$ cat src/rtl/assert_macros.svh
// ----------------------------------------------------------------------------
// assert_macros.svh
// Concurrent assertion helpers, compiled out when NO_ASSERTIONS is defined
// ----------------------------------------------------------------------------
`ifndef ASSERT_MACROS_SVH
`define ASSERT_MACROS_SVH
`ifndef NO_ASSERTIONS
`define FSP_ASSERT(lbl, clk, rst_n, prop, msg) \
    lbl: assert property (@(posedge clk) disable iff (!rst_n) prop) else $error(msg);
`define FSP_ASSERT_NEVER(lbl, clk, rst_n, expr, msg) \
    lbl: assert property (@(posedge clk) disable iff (!rst_n) !(expr)) else $error(msg);
`else
`define FSP_ASSERT(lbl, clk, rst_n, prop, msg)
`define FSP_ASSERT_NEVER(lbl, clk, rst_n, expr, msg)
`endif
`endif

$ cat src/rtl/fsp_pkg.sv
// ----------------------------------------------------------------------------
// fsp_pkg
// Shared types and defaults of the format specifier parser
// ----------------------------------------------------------------------------
package fsp_pkg;

    localparam int FSP_LENGTH_BITS = 16;
    localparam int FSP_QUEUE_DEPTH = 4;

    typedef enum logic [1:0] {
        ST_OK  = 2'd0,
        ST_PCT = 2'd1,
        ST_BAD = 2'd2
    } t_status;

    typedef enum logic [1:0] {
        SZ_NONE  = 2'd0,
        SZ_H     = 2'd1,
        SZ_L     = 2'd2,
        SZ_BIG_L = 2'd3
    } t_size;

    typedef enum logic [3:0] {
        K_OTHER,
        K_MINUS,
        K_PLUS,
        K_SPACE,
        K_ALT,
        K_ZERO,
        K_PCT,
        K_STAR,
        K_DOT
    } t_kind;

    // classified character as it travels from front to back
    typedef struct packed {
        logic        start;
        t_kind       kind;
        logic        is_digit;
        logic [3:0]  digit;
        t_size       size;
        logic        conv_ok;
        logic        conv_f;
        logic        conv_d;
        logic        star_pos;
        logic [30:0] star_val;
        logic [7:0]  code;
    } t_chr_cls;

    typedef struct packed {
        logic zero;
        logic alt;
        logic space;
        logic plus;
        logic minus;
    } t_flags;

    typedef struct packed {
        logic full;
        logic empty;
    } t_q_stat;

endpackage

$ cat src/rtl/fsp_front.sv
// ----------------------------------------------------------------------------
// fsp_front
// Character classifier: decodes flags, digits, size letters and conversions
// ----------------------------------------------------------------------------
module fsp_front import fsp_pkg::*; (
    input  logic        i_start,
    input  logic [7:0]  i_char,
    input  logic [31:0] i_star,
    output t_chr_cls    o_cls
);

    localparam logic [7:0] CH_MINUS = 8'h2d;
    localparam logic [7:0] CH_PLUS  = 8'h2b;
    localparam logic [7:0] CH_SPACE = 8'h20;
    localparam logic [7:0] CH_HASH  = 8'h23;
    localparam logic [7:0] CH_ZERO  = 8'h30;
    localparam logic [7:0] CH_NINE  = 8'h39;
    localparam logic [7:0] CH_PCT   = 8'h25;
    localparam logic [7:0] CH_STAR  = 8'h2a;
    localparam logic [7:0] CH_DOT   = 8'h2e;
    localparam logic [7:0] CH_LC_H  = 8'h68;
    localparam logic [7:0] CH_LC_L  = 8'h6c;
    localparam logic [7:0] CH_UC_L  = 8'h4c;
    localparam logic [7:0] CH_LC_F  = 8'h66;
    localparam logic [7:0] CH_LC_D  = 8'h64;

    always_comb begin
        o_cls          = '0;
        o_cls.start    = i_start;
        o_cls.code     = i_char;
        o_cls.star_pos = (i_star != 32'd0) && !i_star[31];
        o_cls.star_val = i_star[30:0];
        o_cls.is_digit = (i_char >= CH_ZERO) && (i_char <= CH_NINE);
        o_cls.digit    = i_char[3:0];
        o_cls.conv_f   = (i_char == CH_LC_F);
        o_cls.conv_d   = (i_char == CH_LC_D);

        case (i_char)
            CH_MINUS: o_cls.kind = K_MINUS;
            CH_PLUS:  o_cls.kind = K_PLUS;
            CH_SPACE: o_cls.kind = K_SPACE;
            CH_HASH:  o_cls.kind = K_ALT;
            CH_ZERO:  o_cls.kind = K_ZERO;
            CH_PCT:   o_cls.kind = K_PCT;
            CH_STAR:  o_cls.kind = K_STAR;
            CH_DOT:   o_cls.kind = K_DOT;
            default:  o_cls.kind = K_OTHER;
        endcase

        case (i_char)
            CH_LC_H: o_cls.size = SZ_H;
            CH_LC_L: o_cls.size = SZ_L;
            CH_UC_L: o_cls.size = SZ_BIG_L;
            default: o_cls.size = SZ_NONE;
        endcase

        // c d i e E f g G o s u x X p n
        case (i_char)
            8'h63, 8'h64, 8'h69, 8'h65, 8'h45, 8'h66, 8'h67, 8'h47,
            8'h6f, 8'h73, 8'h75, 8'h78, 8'h58, 8'h70, 8'h6e: o_cls.conv_ok = 1'b1;
            default:                                        o_cls.conv_ok = 1'b0;
        endcase
    end

endmodule

$ cat src/rtl/fsp_queue.sv
// ----------------------------------------------------------------------------
// fsp_queue
// Short FIFO of classified characters between front and back
// ----------------------------------------------------------------------------
module fsp_queue import fsp_pkg::*; #(
    parameter int DEPTH = FSP_QUEUE_DEPTH
) (
    input  logic     i_clk,
    input  logic     i_rst_n,
    input  logic     i_push,
    input  t_chr_cls i_data,
    input  logic     i_pop,
    output t_chr_cls o_data,
    output t_q_stat  o_stat
);

    localparam int AW = (DEPTH > 1) ? $clog2(DEPTH) : 1;
    localparam int CW = $clog2(DEPTH + 1);

    t_chr_cls          r_mem [DEPTH];
    logic     [AW-1:0] r_wr_ptr;
    logic     [AW-1:0] r_rd_ptr;
    logic     [CW-1:0] r_count;
    logic     [AW-1:0] n_wr_ptr;
    logic     [AW-1:0] n_rd_ptr;
    logic     [CW-1:0] n_count;

    always_comb begin
        n_wr_ptr = r_wr_ptr;
        n_rd_ptr = r_rd_ptr;
        n_count  = r_count;
        if (i_push) begin
            n_wr_ptr = (r_wr_ptr == AW'(DEPTH - 1)) ? '0 : r_wr_ptr + 1'b1;
        end
        if (i_pop) begin
            n_rd_ptr = (r_rd_ptr == AW'(DEPTH - 1)) ? '0 : r_rd_ptr + 1'b1;
        end
        if (i_push && !i_pop) begin
            n_count = r_count + 1'b1;
        end else if (!i_push && i_pop) begin
            n_count = r_count - 1'b1;
        end
    end

    always_ff @(posedge i_clk) begin
        if (!i_rst_n) begin
            r_wr_ptr <= '0;
            r_rd_ptr <= '0;
            r_count  <= '0;
        end else begin
            r_wr_ptr <= n_wr_ptr;
            r_rd_ptr <= n_rd_ptr;
            r_count  <= n_count;
        end
    end

    always_ff @(posedge i_clk) begin
        if (i_push) begin
            r_mem[r_wr_ptr] <= i_data;
        end
    end

    assign o_data       = r_mem[r_rd_ptr];
    assign o_stat.full  = (r_count == CW'(DEPTH));
    assign o_stat.empty = (r_count == '0);

endmodule

$ cat src/rtl/fsp_back.sv
// ----------------------------------------------------------------------------
// fsp_back
// Parse state machine and result register of the format specifier parser
// ----------------------------------------------------------------------------
module fsp_back import fsp_pkg::*; #(
    parameter int LENGTH_BITS = FSP_LENGTH_BITS
) (
    input  logic                   i_clk,
    input  logic                   i_rst_n,
    input  t_chr_cls               i_item,
    input  logic                   i_item_valid,
    output logic                   o_item_pop,
    output logic                   o_res_valid,
    input  logic                   i_res_ready,
    output t_status                o_status,
    output logic [LENGTH_BITS-1:0] o_length,
    output t_flags                 o_flags,
    output logic [30:0]            o_width,
    output logic [30:0]            o_prec,
    output logic                   o_prec_given,
    output t_size                  o_size,
    output logic [7:0]             o_conv
);

    typedef enum logic [2:0] {
        PH_IDLE,
        PH_FLAGS,
        PH_WDIG,
        PH_POPT,
        PH_PREC,
        PH_SIZE,
        PH_CONV
    } t_phase;

    function automatic logic [30:0] acc_digit(input logic [30:0] acc, input logic [3:0] d);
        logic [34:0] v;
        v = {1'b0, acc, 3'b000} + {3'b000, acc, 1'b0} + {31'd0, d};
        return (|v[34:31]) ? 31'h7fff_ffff : v[30:0];
    endfunction

    t_phase                 r_phase, n_phase, e_phase;
    t_flags                 r_pflags, n_pflags, e_pflags;
    logic [30:0]            r_wacc, n_wacc, e_wacc;
    logic [30:0]            r_pacc, n_pacc, e_pacc;
    logic                   r_pseen, n_pseen, e_pseen;
    t_size                  r_psize, n_psize, e_psize;
    logic [LENGTH_BITS-1:0] r_cnt, n_cnt, e_cnt;

    logic                   r_out_valid;
    t_status                r_status, n_status;
    logic [LENGTH_BITS-1:0] r_length, n_length;
    t_flags                 r_flags;
    logic [30:0]            r_width;
    logic [30:0]            r_prec;
    logic                   r_prec_given;
    t_size                  r_size;
    logic [7:0]             r_conv;

    logic pop, take, emit, flag_bad;
    logic chk_popt, chk_prec, chk_size, chk_conv;

    assign pop = i_item_valid && (!r_out_valid || i_res_ready);

    always_comb begin
        e_phase  = i_item.start ? PH_FLAGS : r_phase;
        e_pflags = i_item.start ? '0 : r_pflags;
        e_wacc   = i_item.start ? '0 : r_wacc;
        e_pacc   = i_item.start ? '0 : r_pacc;
        e_pseen  = i_item.start ? 1'b0 : r_pseen;
        e_psize  = i_item.start ? SZ_NONE : r_psize;
        e_cnt    = i_item.start ? '0 : r_cnt;

        n_phase  = e_phase;
        n_pflags = e_pflags;
        n_wacc   = e_wacc;
        n_pacc   = e_pacc;
        n_pseen  = e_pseen;
        n_psize  = e_psize;
        take     = 1'b0;
        emit     = 1'b0;
        n_status = ST_BAD;
        chk_popt = 1'b0;
        chk_prec = 1'b0;
        chk_size = 1'b0;
        chk_conv = 1'b0;

        case (i_item.kind)
            K_MINUS: flag_bad = e_pflags.minus;
            K_PLUS:  flag_bad = e_pflags.plus | e_pflags.space;
            K_SPACE: flag_bad = |e_pflags;
            K_ALT:   flag_bad = e_pflags.alt;
            K_ZERO:  flag_bad = e_pflags.zero;
            K_PCT:   flag_bad = e_pflags.plus | e_pflags.space;
            default: flag_bad = 1'b0;
        endcase

        case (e_phase)
            PH_FLAGS: begin
                case (i_item.kind)
                    K_MINUS, K_PLUS, K_SPACE, K_ALT, K_ZERO, K_PCT: begin
                        take = 1'b1;
                        if (flag_bad) begin
                            emit = 1'b1;
                        end else begin
                            case (i_item.kind)
                                K_MINUS: n_pflags.minus = 1'b1;
                                K_PLUS:  n_pflags.plus  = 1'b1;
                                K_SPACE: n_pflags.space = 1'b1;
                                K_ALT:   n_pflags.alt   = 1'b1;
                                K_ZERO:  n_pflags.zero  = 1'b1;
                                default: begin
                                    emit     = 1'b1;
                                    n_status = ST_PCT;
                                end
                            endcase
                        end
                    end
                    K_STAR: begin
                        if (i_item.star_pos) begin
                            n_wacc = i_item.star_val;
                        end
                        take    = 1'b1;
                        n_phase = PH_POPT;
                    end
                    default: begin
                        if (i_item.is_digit) begin
                            n_wacc  = acc_digit(e_wacc, i_item.digit);
                            take    = 1'b1;
                            n_phase = PH_WDIG;
                        end else begin
                            chk_popt = 1'b1;
                        end
                    end
                endcase
            end
            PH_WDIG: begin
                if (i_item.is_digit) begin
                    n_wacc = acc_digit(e_wacc, i_item.digit);
                    take   = 1'b1;
                end else begin
                    chk_popt = 1'b1;
                end
            end
            PH_POPT: chk_popt = 1'b1;
            PH_PREC: chk_prec = 1'b1;
            PH_SIZE: chk_size = 1'b1;
            PH_CONV: chk_conv = 1'b1;
            default: ;
        endcase

        if (chk_popt) begin
            if (i_item.kind == K_DOT) begin
                take    = 1'b1;
                n_phase = PH_PREC;
            end else begin
                chk_size = 1'b1;
            end
        end

        if (chk_prec) begin
            if (i_item.kind == K_STAR && !e_pseen) begin
                if (i_item.star_pos) begin
                    n_pacc  = i_item.star_val;
                    n_pseen = 1'b1;
                end
                take    = 1'b1;
                n_phase = PH_SIZE;
            end else if (i_item.is_digit) begin
                n_pacc  = acc_digit(e_pacc, i_item.digit);
                n_pseen = 1'b1;
                take    = 1'b1;
            end else begin
                chk_size = 1'b1;
            end
        end

        if (chk_size) begin
            if (i_item.size != SZ_NONE) begin
                n_psize = i_item.size;
                take    = 1'b1;
                n_phase = PH_CONV;
            end else begin
                chk_conv = 1'b1;
            end
        end

        if (chk_conv) begin
            emit = 1'b1;
            if (i_item.conv_ok && !(i_item.conv_f && e_psize == SZ_H)
                    && !(i_item.conv_d && e_psize == SZ_BIG_L)) begin
                take     = 1'b1;
                n_status = ST_OK;
            end
        end

        n_cnt = (take && e_cnt != '1) ? e_cnt + 1'b1 : e_cnt;

        if (emit) begin
            n_phase = PH_IDLE;
        end

        case (n_status)
            ST_OK:   n_length = n_cnt;
            ST_PCT:  n_length = LENGTH_BITS'(1);
            default: n_length = '0;
        endcase
    end

    always_ff @(posedge i_clk) begin
        if (!i_rst_n) begin
            r_phase     <= PH_IDLE;
            r_out_valid <= 1'b0;
        end else begin
            if (pop) begin
                r_phase  <= n_phase;
                r_pflags <= n_pflags;
                r_wacc   <= n_wacc;
                r_pacc   <= n_pacc;
                r_pseen  <= n_pseen;
                r_psize  <= n_psize;
                r_cnt    <= n_cnt;
            end
            if (pop && emit) begin
                r_out_valid  <= 1'b1;
                r_status     <= n_status;
                r_length     <= n_length;
                r_flags      <= (n_status == ST_OK) ? n_pflags : '0;
                r_width      <= (n_status == ST_OK) ? n_wacc : '0;
                r_prec       <= (n_status == ST_OK) ? n_pacc : '0;
                r_prec_given <= (n_status == ST_OK) && n_pseen;
                r_size       <= (n_status == ST_OK) ? n_psize : SZ_NONE;
                r_conv       <= (n_status == ST_OK) ? i_item.code : 8'd0;
            end else if (i_res_ready) begin
                r_out_valid <= 1'b0;
            end
        end
    end

    assign o_item_pop   = pop;
    assign o_res_valid  = r_out_valid;
    assign o_status     = r_status;
    assign o_length     = r_length;
    assign o_flags      = r_flags;
    assign o_width      = r_width;
    assign o_prec       = r_prec;
    assign o_prec_given = r_prec_given;
    assign o_size       = r_size;
    assign o_conv       = r_conv;

endmodule

$ cat src/rtl/format_specifier_parser_top.sv
// ----------------------------------------------------------------------------
// format_specifier_parser_top
// Streaming parser of printf conversion specifiers, while the queue has room one character per cycle
// ----------------------------------------------------------------------------
// usage:
//   slave side takes the characters after a percent sign, one per transaction;
//   tuser marks the first character of a specifier and restarts the parse,
//   tdata carries the character and the star argument for an asterisk
//   master side gives one transaction per finished specifier: status in tuser,
//   length, flags, width, precision, size code and conversion in tdata
//   one character per cycle while the queue is not full; a result shows on
//   the master side once the character that ends it has been written into
//   the classifier queue and then taken into the result register
//   the queue (QUEUE_DEPTH entries) lets the slave side keep taking
//   characters while a result waits; when the receiver stalls, tready on
//   the slave side drops once the queue fills
//   reset empties the queue, drops a pending result and returns to idle;
//   characters without a start mark are ignored while idle
// ----------------------------------------------------------------------------
`include "assert_macros.svh"

module format_specifier_parser_top import fsp_pkg::*; #(
    parameter int LENGTH_BITS = FSP_LENGTH_BITS,
    parameter int QUEUE_DEPTH = FSP_QUEUE_DEPTH
) (
    input  logic        i_clk,
    input  logic        i_rst_n,
    input  logic        i_s_tvalid,
    output logic        o_s_tready,
    // char_code[7:0], star_value[39:8]
    input  logic [39:0] i_s_tdata,
    // start_req
    input  logic        i_s_tuser,
    output logic        o_m_tvalid,
    input  logic        i_m_tready,
    // length, flag_minus, flag_plus, flag_space, flag_alt, flag_zero, width,
    // precision, precision_given, size_code, conversion, zero fill
    output logic [((LENGTH_BITS + 78 + 7) / 8) * 8 - 1:0] o_m_tdata,
    // status
    output logic [1:0]  o_m_tuser
);

    localparam int OUT_W = ((LENGTH_BITS + 78 + 7) / 8) * 8;

    t_chr_cls               cls;
    t_chr_cls               q_head;
    t_q_stat                q_stat;
    logic                   push;
    logic                   pop;
    t_status                res_status;
    logic [LENGTH_BITS-1:0] res_length;
    t_flags                 res_flags;
    logic [30:0]            res_width;
    logic [30:0]            res_prec;
    logic                   res_prec_given;
    t_size                  res_size;
    logic [7:0]             res_conv;
    logic                   res_ok;
    logic                   res_pct;
    logic                   res_bad;
    logic                   res_len_one;
    logic                   res_empty;
    logic                   q_first;

    assign o_s_tready = !q_stat.full;
    assign push       = i_s_tvalid && o_s_tready;

    fsp_front u_front (
        .i_start (i_s_tuser),
        .i_char  (i_s_tdata[7:0]),
        .i_star  (i_s_tdata[39:8]),
        .o_cls   (cls)
    );

    fsp_queue #(
        .DEPTH (QUEUE_DEPTH)
    ) u_queue (
        .i_clk   (i_clk),
        .i_rst_n (i_rst_n),
        .i_push  (push),
        .i_data  (cls),
        .i_pop   (pop),
        .o_data  (q_head),
        .o_stat  (q_stat)
    );

    fsp_back #(
        .LENGTH_BITS (LENGTH_BITS)
    ) u_back (
        .i_clk        (i_clk),
        .i_rst_n      (i_rst_n),
        .i_item       (q_head),
        .i_item_valid (!q_stat.empty),
        .o_item_pop   (pop),
        .o_res_valid  (o_m_tvalid),
        .i_res_ready  (i_m_tready),
        .o_status     (res_status),
        .o_length     (res_length),
        .o_flags      (res_flags),
        .o_width      (res_width),
        .o_prec       (res_prec),
        .o_prec_given (res_prec_given),
        .o_size       (res_size),
        .o_conv       (res_conv)
    );

    assign o_m_tuser = res_status;
    assign o_m_tdata = OUT_W'({res_conv, res_size, res_prec_given, res_prec, res_width,
                               res_flags.zero, res_flags.alt, res_flags.space,
                               res_flags.plus, res_flags.minus, res_length});

    assign res_ok      = o_m_tvalid && (o_m_tuser == ST_OK);
    assign res_pct     = o_m_tvalid && (o_m_tuser == ST_PCT);
    assign res_bad     = o_m_tvalid && (o_m_tuser == ST_BAD);
    assign res_len_one = (res_length == LENGTH_BITS'(1));
    assign res_empty   = (res_conv == 8'd0) || (res_length == '0);
    assign q_first     = push && q_stat.empty;

    `FSP_ASSERT(a_pct_len, i_clk, i_rst_n, res_pct |-> res_len_one, "percent result length")
    `FSP_ASSERT(a_bad_zero, i_clk, i_rst_n, res_bad |-> (o_m_tdata == '0), "invalid fields set")
    `FSP_ASSERT_NEVER(a_ok_conv, i_clk, i_rst_n, res_ok && res_empty, "valid result incomplete")
    `FSP_ASSERT(a_q_fill, i_clk, i_rst_n, q_first |=> !q_stat.empty, "queue lost a push")

endmodule

$ cat config.mk
export PLATFORM = sky130hd
export DESIGN_NAME = format_specifier_parser_top
export DESIGN_NICKNAME = d
export VERILOG_FILES = /design/src/rtl/fsp_pkg.sv /design/src/rtl/fsp_front.sv /design/src/rtl/fsp_queue.sv /design/src/rtl/fsp_back.sv /design/src/rtl/format_specifier_parser_top.sv
export VERILOG_INCLUDE_DIRS = /design/src /design/src/rtl
export SDC_FILE = /design/constraint.sdc
export NUM_CORES = 1
export LEC_CHECK = 0
export BUFFER_PORTS_ARGS = -buffer_cell sky130_fd_sc_hd__buf_2
export CORE_ASPECT_RATIO = 0.7
export CORE_MARGIN = 4
export CORE_UTILIZATION = 53
export CTS_CLUSTER_SIZE = 24
export DETAILED_ROUTE_END_ITERATION = 10
export GPL_ROUTABILITY_DRIVEN = 0
export PLACE_DENSITY = 0.71
export SYNTH_ARGS = -nofsm -noshare
export SYNTH_HDL_FRONTEND = slang
export SYNTH_SLANG_ARGS = --single-unit
$ cat constraint.sdc
create_clock -name i_clk -period 24.2 [get_ports i_clk]
set_clock_uncertainty 0.15 [all_clocks]
set_input_delay 3.63 -clock i_clk [delete_from_list [all_inputs] [get_ports i_clk]]
set_output_delay 3.63 -clock i_clk [all_outputs]
set_load 0.01 [all_outputs]
## After elaboration in Yosys (flattened, before gate mapping)

Memories as Yosys holds them, arrays and structs flattened. A register that Yosys moved wholly into a read port is not among the register bits.
Index checks and enable logic that the tools add are counted.
Widths: inputs -> output; s select.

| operators by class | value |
|---|---|
| $add $sub $neg | 9 |
| $mul | 0 |
| div/mod/pow operators | 0 |
| order comparisons | 2 |
| equal/unequal tests | 47 |
| shift-type cells | 0 |
| muxes and demuxes | 93 |
| bitwise gates (word level) | 1 |
| reduce and logical (&&, ||, !) cells | 40 |

Operator list:

| kind | count |
|---|---|
| $mux 31 | 10 |
| $eq 8x7->1 const B | 18 |
| $pmux 31 s2 | 2 |
| $add 34x32->35 | 2 |
| $add 35x4->35 | 2 |
| $eq 8x6->1 const B | 8 |
| $mux 1 | 43 |
| $mux 3 | 12 |
| $mux 16 | 2 |
| $pmux 16 s2 | 1 |
| $pmux 4 s8 | 1 |
| $reduce_bool 32->1 | 1 |
| $mux 2 | 13 |
| $mux 5 | 4 |
| $add 16x1->16 const B | 1 |
| $eq 4x3->1 const B | 4 |
| $ne 16x16->1 const B | 1 |
| $reduce_or 15->1 | 1 |
| $logic_and 1x1->1 | 14 |
| $eq 3x3->1 const B | 4 |
| $reduce_or 5->1 | 2 |
| $logic_not 1->1 | 9 |
| $eq 4x2->1 const B | 2 |
| $ge 8x6->1 const B | 1 |
| 25 further kinds | 34 |

| word-level totals | value |
|---|---|
| register bits | 193 |
| bits in latches | 0 |
| bits in writable memories | 220 |
| bits in read-only memories | 0 |
| input bits | 45 |
| output and inout port bits | 100 |
| word-level logic and storage cells | 220 |
| memories kept | 1 |

Memory list:

| memory | depth | bits a word | read ports | clocked after memory_dff | write ports | line | RTL |
|---|---|---|---|---|---|---|---|
| u_queue.r_mem | 4 | 55 | 1 | 1 | 1 | fsp_queue.sv:20 | `t_chr_cls r_mem [DEPTH];` |

## Logic depth before layout (Yosys ltp)

Gate-level depths: netlist (run 1).

| logic depth | value |
|---|---|
| word-level depth | 16 |
| gate-level depth with buffers | 22 |
| depth with buffers taken out | 17 |

## By module

A second synthesis (run 1) with hierarchy kept.

| second synthesis, totals | value |
|---|---|
| cells, all modules | 1,995 |
| area, all modules | 23,919.2 µm² |

By module, submodules not included:

| module | times used | cells an instance | area each (µm²) | sequential area each (µm²) |
|---|---|---|---|---|
| fsp_back | 1 | 1,545 | 14,692.8 | 5,545.3 |
| fsp_queue | 1 | 331 | 8,463.1 | 6,786.5 |
| fsp_front | 1 | 112 | 723.2 | 0.0 |
| format_specifier_parser_top | 1 | 7 | 40.0 | 0.0 |

## Worst setup path after synthesis (run 1)

No wires, ideal clock.

| timing | value |
|---|---|
| path kind | input-to-reg |
| start | in i_m_tready |
| end | reg u_back.r_conv[0], in the netlist u_back.o_conv[0], enable pin |
| setup time | 465 ps |
| data arrival time | 10,332 ps |
| required time | 23,585 ps |
| path slack | 13,253 ps |
| stages | 5 |
| path buffers | 0 |
| cell sequence | nor2b_1 nor2b_1 clkinv_1 nor2_1 and2_1 |

| between the ends | value |
|---|---|
| longest elaborated chain between the ends | 4 |

RTL lines:

| element | line | RTL |
|---|---|---|
| start, declared | format_specifier_parser_top.sv:35 | `input logic i_m_tready,` |
| $logic_or 1x1->1 | fsp_back.sv:62 | `assign pop = i_item_valid && (!r_out_valid \|\| i_res_ready);` |
| $logic_and 1x1->1 | fsp_back.sv:62 |  |
| $logic_and 1x1->1 | fsp_back.sv:223 | `if (pop && emit) begin` |
| $reduce_and 2->1 (no line) | n/a |  |
| end signal, assigned | fsp_back.sv:232 | `r_conv <= (n_status == ST_OK) ? i_item.code : 8'd0;` |
| end, declared | fsp_back.sv:57 | `logic [7:0] r_conv;` |

No other way between the ends.
A chain may end at the register's enable or synchronous reset.

==> results.toml, run 1 <==
[power]
total_power_uw = 3360
power-per-cell-area_nw_per_um2 = 138
p_leak_uw = 0.00897
ir_drop_uv = 65.1

[synthesis]
netlist_instances = 1836
synth_seq_cells = 399
syn_avg_cell_area_um2 = 11.9
synth_commonest_cells = "386 x edfxtp_1, 140 x nor2_1, 130 x ha_1, 119 x a21oi_1, 117 x nand2_1"
synth_top_area_cell = "edfxtp_1"
yosysSeqAreaShare = 0.542
synth_area_um2 = 21900
yosysUniqueCellTypes = 75
synth_edf_count = 386
yosysMostFrequentCell = "edfxtp_1"
synth_top_area_frac = 0.530
synth-main-ff-cell = "edfxtp_1"
async_reset_ff_frac = 0
ys_top_cells_by_area = "edfxtp_1 53%, ha_1 7.4%, mux4_2 5.0%"
synth_warnings = 0

[sta]
rsz0062_at_grt = "false"
fmax_ghz = 0.139
fin_crit_sh = 0.297
hold_viol = 0
maxSlewViolCount = 0
layout_min_cycle_time_ns = 7.18
finalSetupViolCount = 0
tightest_slew_ns = 1.20
maxSlewHeadroom = 0.196
worst_slack_ns = 17.02
tns_ns = 0

[clock_tree]
cts_tree = "yes"
cts_sinks = 399
clock_latency_ns = 0.56
cts_buffers = 40
clk_pin_slew_ns = 0.06
cts.htree.levels = 2
clock_path_buffers = 3
cts-root-buf = "clkbuf_16"
cts_resized = 0
post_cts_buffers = 0
postCtsHoldBufs = 0

[drt]
drcViolationCount = 0
dr.first_iter.drc_count = 2182
via_per_inst = 6.36
dr.pass1.iters = 6
drt-wirelength-per-cell_um = 22.8
vias = 15953
final_antenna_net_count = 0
drt_wl_total_mm = 57.0

[cells_and_area]
seq_area_um2 = 11900
multi_input_area_um2 = 9550
nNetsFinal = 2122
final_cells = 2507
syn_to_final_growth_pct = 11.1
diodes = 0
fillers = 3165
drive_gt1_frac = 0.148

[die]
start_util = 0.544
rows = 61
dieArea_um2 = 44700
coreArea_um2 = 40200
die_h_um = 178
ioPinCount = 145
die_x_um = 251

[critical_path]
cp_max_fo = 45
critPathSlowestCell = "or3_1"
crit_type = "reg -> reg"
crit_chain = "mux4_2 > buf_4 > buf_4 > nor2b_1 > xnor2_1 > ha_1 > fa_1 > a211oi_1 > o211ai_1 > a221oi_1 > a311oi_1 > o2111ai_1 > a41oi_2 > or3_1 > o221ai_1 > a21oi_1"
cp_data_required_time_ns = 24.31
end_kind = "flop"
cp.arrival_ns = 7.29
cpPeakStageDelay_ns = 0.86
crit_top_cell = "buf_4"
startpoint_type = "flop"

[global_routing]
antenna_found_initial = 2
overflow = 0
grtUsageTotal = 0.248
grt_pass1_vias = 14754
grt_max_degree = 61
grt_first_pass_wirelength_mm = 86.8

[placement]
dp_cells = 2436
dp_hpwl_mm = 39.4
port_buffers = 142
place_ws_ns = 16.87

[outcome]
status = "complete, no violations"

[job]
maxCapViolations = 0

[worst_hold_path]
min-delay-path-class = "reg -> reg"
state kept, by name, summed over array words and instances (netlist names), 5 cells and up, named ones only:
register,cells
u_queue.r_mem,204
u_back.o_prec,31
u_back.o_width,31
u_back.r_pacc,31
u_back.r_wacc,31
u_back.o_length,16
u_back.r_cnt,16
u_back.o_conv,8
u_back.o_flags,5
u_back.r_pflags,5
power by group:
group / leakage, µW / internal, µW / switching, µW
Sequential: 0.00371 / 939 / 55.2
Combinational: 0.00466 / 618 / 1140
Clock: 0.000603 / 331 / 271
Total: 0.00897 / 1890 / 1470
critical path, delay by kind of cell, from the launching register on:
family / cells / cell delay, ns
buffers and inverters: 2 / 0.68
xor gates and xnor gates: 1 / 0.13
DFF: 1 / 0.56
muxes: 1 / 0.54
AOI/OAI and AO/OA: 8 / 2.65
adders and majority gates: 2 / 0.80
and+or+nand+nor: 2 / 1.31
layout by cell type, fill, tap and decap left out, types with 30 or more instances in the layout:
master     Yosys  layout
nor3_1        47      47
and2_1        77      76
mux4_2        49      49
xnor2_1       38      38
a22oi_1       53      53
clkbuf_16      0      40
a31oi_1       37      37
nor2_1       140     138
a21oi_1      119     119
inv_1         30      30
nand2_1      117     117
nor2b_1       79      79
o21ai_0       86      84
edfxtp_1     386     386
ha_1         130     130
buf_2          7     142
nand3_1       33      33
xor2_1        38      38
final timing paths:
check / startpoint / endpoint / slack (ns) / cells after the start
setup / recovery: flop / u_back.o_width[8]$_SDFFCE_PP0P_ / 17.02 / 16
hold / removal: u_queue.r_rd_ptr[1]$_SDFFE_PN0P_ / flop / 0.32 / 2
setup reg to reg: flop / u_back.o_width[8]$_SDFFCE_PP0P_ / 17.02 / 16
hold reg to reg: u_queue.r_rd_ptr[1]$_SDFFE_PN0P_ / flop / 0.32 / 2
layer usage:
layer | track usage | vias to the layer above | wire length, µm
li1 | - | 7285 | -
met1 | 0.386 | 7711 | 25600
met2 | 0.364 | 857 | 24100
met3 | 0.0431 | 96 | 5960
met4 | 0.0621 | 4 | 1360
met5 | 0 | - | 27
stage by stage:
stage | instance area (µm²) | hold slack (ns) | utilization
floorplan | 21900 | 0.304 | -
global placement | 23100 | 0.325 | 0.573
detailed placement | 23100 | 0.327 | 0.573
CTS | 24300 | 0.335 | 0.604
global route | 24300 | 0.353 | 0.604
finish | 24300 | 0.325 | 0.604
kinds of logic after synthesis:
group | count (synthesis) | share of synthesized area
and+or+nand+nor | 589 | 0.136
other | 1 | 0.000171
AOI/OAI and AO/OA | 447 | 0.134
DFF | 399 | 0.542
muxes | 61 | 0.0562
buffers and inverters | 129 | 0.0241
adders and majority gates | 134 | 0.0780
xor gates and xnor gates | 76 | 0.0304
layout make-up:
cell class                      count  area share
Tap cell                          535      0.0275
Timing Repair Buffer              162      0.0354
Clock buffer                       50      0.0427
Multi-Input combinational cell   1309       0.393
Inverter                           31     0.00479
Sequential cell                   399       0.488
Clock inverter                     21     0.00885
(Power assumes the default switching activity.)
==> run 2, diff against run 1 <==
--- a/config.mk
+++ b/config.mk
@@ -13,7 +13,7 @@
 export CTS_CLUSTER_SIZE = 24
 export DETAILED_ROUTE_END_ITERATION = 10
 export GPL_ROUTABILITY_DRIVEN = 0
-export PLACE_DENSITY = 0.71
+export PLACE_DENSITY = 0.74
 export SYNTH_ARGS = -nofsm -noshare
 export SYNTH_HDL_FRONTEND = slang
 export SYNTH_SLANG_ARGS = --single-unit
==> constraint.sdc (replaced) <==
create_clock -name i_clk -period 6.08 [get_ports i_clk]
set_clock_uncertainty 0.15 [all_clocks]
set_input_delay 0.912 -clock i_clk [delete_from_list [all_inputs] [get_ports i_clk]]
set_output_delay 0.912 -clock i_clk [all_outputs]
set_load 0.01 [all_outputs]
==> results.toml, run 2 (synthesis gave the netlist of run 1 again) <==
[outcome]
status = "complete, no violations"

[sta]
fin_crit_sh = 0.966
finalSetupViolCount = 0
maxSlewViolCount = 0
tightest_slew_ns = 1.25
tns_ns = 0
fmax_ghz = 0.170
layout_min_cycle_time_ns = 5.87
worst_slack_ns = 0.209
maxSlewHeadroom = 0.162
hold_viol = 0
rsz0062_at_grt = "false"

[power]
p_leak_uw = 0.00899
power-per-cell-area_nw_per_um2 = 553
ir_drop_uv = 251

[global_routing]
grt_first_pass_wirelength_mm = 88.5
grtUsageTotal = 0.255
antenna_found_initial = 4
grt_max_degree = 74
use_met1 = 0.372
overflow = 0
grt.busiest_layer = "met1"
grt_pass1_vias = 15112
met2_usage = 0.363
grt_util_met3 = 0.0771

[placement]
dp_hpwl_mm = 40.2
dp_cells = 2445
port_buffers = 142
place_ws_ns = 0.237

[cells_and_area]
drive_gt1_frac = 0.152
fillers = 3129
syn_to_final_growth_pct = 11.2
largest_reg_flops = 204
final_cells = 2510
regMostFlops = "u_queue.r_mem"
mostFrequentLayoutCells = "386 x edfxtp_1, 142 x buf_2, 139 x nor2_1, 130 x ha_1, 119 x a21oi_1"
seq_area_um2 = 11900
nNetsFinal = 2129
diodes = 0
multi_input_area_um2 = 9570
final_common_cell = "edfxtp_1"

[drt]
via_per_inst = 6.38
drt-wirelength-per-cell_um = 23.2
drt_wl_total_mm = 58.2
vias = 16025
drcViolationCount = 0
dr.first_iter.drc_count = 1881
dr.pass1.iters = 6
final_antenna_net_count = 0

[critical_path]
cp_data_required_time_ns = 6.23
end_kind = "flop"
cp.arrival_ns = 6.02
startpoint_type = "flop"
crit_type = "reg -> reg"
cp_max_fo = 43

[die]
coreArea_um2 = 40200
die_h_um = 178
ioPinCount = 145
start_util = 0.544
rows = 61
die_x_um = 251
dieArea_um2 = 44700

[clock_tree]
cts-root-buf = "clkbuf_16"
cts_tree = "yes"
clock_path_buffers = 3
clk_pin_slew_ns = 0.07
postCtsHoldBufs = 0
cts_buffers = 38
cts.htree.levels = 2
clock_latency_ns = 0.57
post_cts_buffers = 0
cts_sinks = 399

[worst_hold_path]
min-delay-path-class = "reg -> reg"

[job]
maxCapViolations = 0
==> run 2: what timing repair did <==
action | 4_1_cts | 5_1_grt
endpoints found under the hold margin | 0 | 0
setup endpoints to repair | 0 | 34
resized for setup | 0 | 2
==> run 2: final timing paths <==
kind	startpoint	end	slack [ns]	cells past startpoint
setup / recovery	u_queue.r_mem[1][54]$_DFFE_PP_	u_back.r_wacc[26]$_DFFE_PP_	0.21	15
hold / removal	u_queue.r_rd_ptr[1]$_SDFFE_PN0P_	flop	0.37	2
setup reg to reg	u_queue.r_mem[1][54]$_DFFE_PP_	u_back.r_wacc[26]$_DFFE_PP_	0.21	15
hold reg to reg	u_queue.r_rd_ptr[1]$_SDFFE_PN0P_	flop	0.37	2
==> run 2: per-layer routing <==
| layer | routed length (µm) | share of wire | vias up |
|---|---|---|---|
| li1 | - | - | 7273 |
| met1 | 25400 | 0.44 | 7854 |
| met3 | 6280 | 0.11 | 120 |
| met2 | 24400 | 0.42 | 770 |
| met4 | 2090 | 0.036 | 8 |
| met5 | 60 | 0.0010 | - |
==> run 2: critical path: stages, from the launching register on <==
cell and delay [ns]:
edfxtp_1 0.41, mux4_2 0.51, buf_4 0.32, nor2b_1 0.36, ha_1 0.31, ha_1 0.22
fa_1 0.49, a211oi_1 0.30, o211ai_1 0.16, a221oi_2 0.30, a211oi_1 0.13, a211oi_1 0.26
mux2_2 0.46, or3_2 0.72, a211oi_1 0.38, o21ai_1 0.11
==> run 2: report_power, final <==
| part | total (µW) | internal (µW) | switching (µW) |
|---|---|---|---|
| combinational | 7180 | 2530 | 4650 |
| clock | 2350 | 1290 | 1060 |
| sequential | 3920 | 3740 | 177 |
| total | 13400 | 7560 | 5890 |
==> run 2: final cells by class <==
class	instances	area share
multi-input cells	1309	0.393
repair buffers	171	0.0382
clock inverters	21	0.00915
inverters	31	0.00478
clock buffers	44	0.0400
well taps	535	0.0275
flip-flops and latches	399	0.487
==> run 2: stage by stage <==
stage	cell area, µm²	total power, µW	hold WS (ns)	util
2_1_floorplan	21900	8940	0.304	-
4_1_cts	24300	13300	0.373	0.605
3_3_place_gp	23100	10700	0.332	0.575
6_report	24300	13400	0.370	0.605
5_1_grt	24300	14300	0.394	0.605
3_5_place_dp	23100	10900	0.366	0.575
